### config.mk
export PLATFORM = sky130hd
export DESIGN_NAME = stsg_div_chain
export DESIGN_NICKNAME = d
export VERILOG_FILES = /design/src/sv/stsg_div_cell.sv /design/src/sv/stsg_div_chain.sv
export SDC_FILE = /design/constraint.sdc
export NUM_CORES = 2
export LEC_CHECK = 0
export BUFFER_PORTS_ARGS = -buffer_cell sky130_fd_sc_hd__buf_2
export CAP_MARGIN = 0
export CORE_MARGIN = 1
export CORE_UTILIZATION = 62
export CTS_CLUSTER_SIZE = 24
export DETAILED_ROUTE_END_ITERATION = 10
export PLACE_DENSITY = 0.75
export SETUP_SLACK_MARGIN = 0.5
export SLEW_MARGIN = 20
export SYNTH_ARGS = -nofsm -noshare
export SYNTH_HDL_FRONTEND = slang
export SYNTH_SLANG_ARGS = --single-unit
### constraint.sdc
create_clock -name i_clk -period 3.8 [get_ports i_clk]
set_input_delay 0.76 -clock i_clk [delete_from_list [all_inputs] [get_ports i_clk]]
set_output_delay 0.76 -clock i_clk [all_outputs]
set_load 0.02 [all_outputs]
### src/sv/stsg_div_cell.sv
// One restoring division step: shifts in one dividend bit, subtracts if it fits.
// Depends on nothing; instantiated in rows by stsg_div_chain.
`default_nettype none

module stsg_div_cell #(
    parameter int unsigned DW = 25,
    parameter int unsigned RW = 13
) (
    input  wire logic          i_clk,
    input  wire logic          i_rst_n,
    input  wire logic          i_valid,
    input  wire logic [RW-1:0] i_divisor,
    input  wire logic [RW-1:0] i_rem,
    input  wire logic [DW-1:0] i_word,
    output logic               o_valid,
    output logic [RW-1:0]      o_rem,
    output logic [DW-1:0]      o_word
);

    logic          r_valid;
    logic [RW-1:0] r_rem;
    logic [DW-1:0] r_word;
    logic [RW-1:0] n_rem;
    logic [DW-1:0] n_word;
    logic [RW:0]   trial;
    logic [RW:0]   diff;
    logic          fits;

    // Partial remainder stays below the divisor, so trial < 2 * divisor
    assign trial  = {i_rem, i_word[DW-1]};
    assign diff   = trial - {1'b0, i_divisor};
    assign fits   = trial >= {1'b0, i_divisor};
    assign n_rem  = fits ? diff[RW-1:0] : trial[RW-1:0];
    assign n_word = {i_word[DW-2:0], fits};

    always_ff @(posedge i_clk) begin
        r_rem  <= n_rem;
        r_word <= n_word;
        if (!i_rst_n) begin
            r_valid <= 1'b0;
        end else begin
            r_valid <= i_valid;
        end
    end

    assign o_valid = r_valid;
    assign o_rem   = r_rem;
    assign o_word  = r_word;

endmodule

`default_nettype wire

### src/sv/stsg_div_chain.sv
// Pipelined unsigned divider: a row of DW restoring division cells.
// Depends on stsg_div_cell. Quotient bits come out in the word, remainder alongside.
`default_nettype none

module stsg_div_chain #(
    parameter int unsigned DW = 25,
    parameter int unsigned RW = 13
) (
    input  wire logic          i_clk,
    input  wire logic          i_rst_n,
    input  wire logic          i_valid,
    input  wire logic [DW-1:0] i_dividend,
    input  wire logic [RW-1:0] i_divisor,
    output logic               o_valid,
    output logic [DW-1:0]      o_quotient,
    output logic [RW-1:0]      o_remainder
);

    logic          vld  [DW+1];
    logic [RW-1:0] rem  [DW+1];
    logic [DW-1:0] word [DW+1];

    // Head of the row: empty remainder, dividend MSB first
    assign vld[0]  = i_valid;
    assign rem[0]  = '0;
    assign word[0] = i_dividend;

    for (genvar g = 0; g < DW; g++) begin : g_cell
        stsg_div_cell #(
            .DW(DW),
            .RW(RW)
        ) u_cell (
            .i_clk    (i_clk),
            .i_rst_n  (i_rst_n),
            .i_valid  (vld[g]),
            .i_divisor(i_divisor),
            .i_rem    (rem[g]),
            .i_word   (word[g]),
            .o_valid  (vld[g+1]),
            .o_rem    (rem[g+1]),
            .o_word   (word[g+1])
        );
    end

    assign o_valid     = vld[DW];
    assign o_quotient  = word[DW];
    assign o_remainder = rem[DW];

endmodule

`default_nettype wire

==> impl_metrics.tcl <==
set metrics [dict create \
    status "finished clean" \
    crit_path_end_kind "flip-flop" \
    yosys.area_share.simple_pct 8.90 \
    nFillCells 4106 \
    ant_nets 0 \
    syn_area_per_cell_um2 11.0 \
    num_rows 88 \
    die_h_um 245 \
    start_util_pct 63.2 \
    h-tree-depth 3 \
    ir_worst_vdd_mv 0.734 \
    core_area_um2 58100 \
    fin_skew_ns 0.0242 \
    cts.clk_slew.worst_paths_ns 0.06 \
    crit_type "in2reg" \
    ys_ff_latch 975 \
    hold_viol_final 0 \
    wl_per_cell_um 17.0 \
    die_area_um2 60300 \
    synthTopCellsByArea "dfxtp_1 53%, ha_1 11%, o21ai_0 3.9%" \
    synthFlopType "dfxtp_1" \
    required_ns 4.33 \
    synth_edf_count 0 \
    pre_cts_ws_ns -0.0503 \
    routabilityCongestion 0.888 \
    drv_cap 0 \
    finalCriticalPeriod_ns 3.07 \
    clock_sink_count 975 \
    ios 80 \
    drc 0 \
    period_share_pct 80.9 \
    final_common_cell "dfxtp_1" \
    viasPerCell 5.52 \
    die_w_um 245 \
    dp_hpwl_um 51200 \
    yosys.area.top_type "dfxtp_1" \
    final_area_um2 41900 \
    antenna_found_initial 0 \
    tns_ns 0 \
    synth_top_family_by_area "compound AO/OA/AOI/OAI gates" \
    final_cell_mix "975 x dfxtp_1, 312 x ha_1, 284 x o21ai_0, 223 x nand2_1, 186 x a21oi_1" \
    ctsHoldBuffers 0 \
    synthXorXnorAreaFrac_pct 5.43 \
    fin_ws_ns 0.727 \
    rsz0062_at_grt "no" \
    placed_area_um2 38700 \
    slew-limit-headroom_pct 57.8 \
    min_path_cells 1 \
    setup_viol 0 \
    max_freq_ghz 0.325 \
    worstPathMaxFanout 11 \
    reg2regPathDepth 11 \
    worstMarginPinSlew_ns 0.617 \
    via_count 24200 \
    track_usage_pct 25.0 \
    clk_latency_ns 0.64 \
    p_per_area_nw_per_um2 865 \
    cts-root-buf "clkbuf_16" \
    grt_pass1_wl_um 121000 \
    synth_compound_area_share_pct 13.6 \
    leakage_nw 18.6 \
    grt_pass1_vias 24700 \
    synthArstFlopShare_pct 0 \
    first_pass_iters 5 \
    ys_seq_area_share_pct 53.1 \
    grt_max_degree 27 \
    syn_area_um2 36800 \
    portBuffers 79 \
    drv_slew 0 \
    diodes 0 \
    muxShareOfSynthArea_pct 4.95 \
    final_nets 3917 \
    cts_tree "built" \
    drtIter0Drc 1301 \
    synth_top_area_share_pct 53.1 \
    synth.distinct_cells 77 \
    yosys_warnings 0 \
    grt-ovfl-total 0 \
    startpoint_type "input port" \
    hp-class "in2reg" \
    synthCells 3332 \
    wl_um 74600 \
    fin_total_pwr_mw 36.2 \
    cts_buffers 92 \
    cts_buffer_depth 3 \
    drive_above_1_share_pct 13.9 \
    synth_nets 3711 \
    area_growth_syn_to_layout_pct 13.9 \
    synthAdderAreaFrac_pct 12.0 \
    cp_data_arrival_time_ns 3.60 \
]
==> area by class of cell <==
cell class                      instances  area, um2  share of cell area, %
Sequential cell                       975      19500                   46.6
Multi-Input combinational cell       2180      16500                   39.5
Clock buffer                          111       2480                   5.94
Timing Repair Buffer                  163       1220                   2.91
Tap cell                              765        957                   2.29
Clock inverter                         58        653                   1.56
Inverter                              126        488                   1.17
==> stage by stage <==
step / utilization (%) / hold WS, ns / instances
2_1_floorplan: - / 0.310 / 3332
3_3_place_gp: 66.5 / 0.309 / 4207
3_5_place_dp: 66.5 / 0.312 / 4207
4_1_cts: 71.9 / 0.174 / 4376
5_1_grt: 72.0 / 0.186 / 4378
6_report: 72.0 / 0.211 / 4378
==> synthesized netlist by cell type (7+ instances only) <==
master and instances:
dfxtp_1 975, ha_1 314, o21ai_0 284, nand2_1 223, a21oi_1 186, nor2_1 142, inv_1 119, mux2_2 118
xnor2_1 116, xor2_1 112, a21o_1 85, and2_1 56, nor2b_1 50, nor3_1 40, nand4_1 38, nand2b_1 36
o21a_1 36, mux2i_1 35, fa_1 24, buf_2 22, clkbuf_1 21, nand3_1 20, o21bai_1 20, a21boi_0 18
a31oi_1 17, o31a_1 17, a211oi_1 15, o31ai_1 15, and3_1 12, mux2_1 11, o21ai_1 11, a2111oi_4 8
and4_1 8, or2_2 8, inv_2 7
==> cells by family (layout without fill, tap and decap cells) <==
logic type,count (synthesis),after routing
AO/OA/AOI/OAI,783,783
XOR/XNOR,228,228
adder cells (fa/ha/maj),338,338
buffers and inverters,177,458
flip-flops,975,975
multiplexers,165,165
AND/OR/NAND/NOR,666,666
==> registers in the layout, summed over array words and instances, names as in the netlist <==
name and cells:
g_cell.u_cell.o_rem 325, g_cell.u_cell.o_valid 25, g_cell.u_cell.o_word 625
==> metal layers <==
| layer | part of all wire [%] | track usage (%) | vias to the layer above |
|---|---|---|---|
| met3 | 3.8 | 3.91 | 181 |
| met5 | 0 | 0 | - |
| li1 | - | - | 12100 |
| met4 | 3.5 | 9.48 | 0 |
| met2 | 50 | 44.4 | 488 |
| met1 | 43 | 30.3 | 11400 |
==> worst paths after layout <==
check | from | end | slack [ns]
max | i_divisor[0] | g_cell[1].u_cell.o_rem[3] | 0.73
min | i_dividend[8] | g_cell[0].u_cell.o_word[9] | 0.21
max reg2reg | g_cell[17].u_cell.o_word[24] | g_cell[18].u_cell.o_rem[5] | 0.89
min reg2reg | g_cell[6].u_cell.o_word[23] | g_cell[7].u_cell.o_word[24] | 0.32
==> worst max-delay path, stage by stage <==
cell and delay, ns:
clkbuf_4 0.21, buf_12 0.19, buf_4 0.17, ha_1 0.24, fa_1 0.42, nor2b_1 0.16
o31a_1 0.18, o21ai_1 0.08, nand2b_1 0.14, a31o_1 0.24, o2111ai_1 0.15, nand2_1 0.11
buf_4 0.18, mux2_2 0.35
==> repair_timing <==
| action | 4_1_cts | 5_1_grt |
|---|---|---|
| hold endpoints to repair | 0 | 0 |
| gates resized for setup | 0 | 2 |
| endpoints found under the setup margin | 0 | 10 |
| setup buffers | 0 | 2 |
==> report_power, final <==
part / total, mW / internal (mW) / leakage (nW) / switching (mW)
registers: 13.8 / 12.7 / 8.12 / 1.09
logic: 13.1 / 6.08 / 8.95 / 7.00
clock network: 9.31 / 5.41 / 1.53 / 3.90
Power figures use the tool's default switching activity.
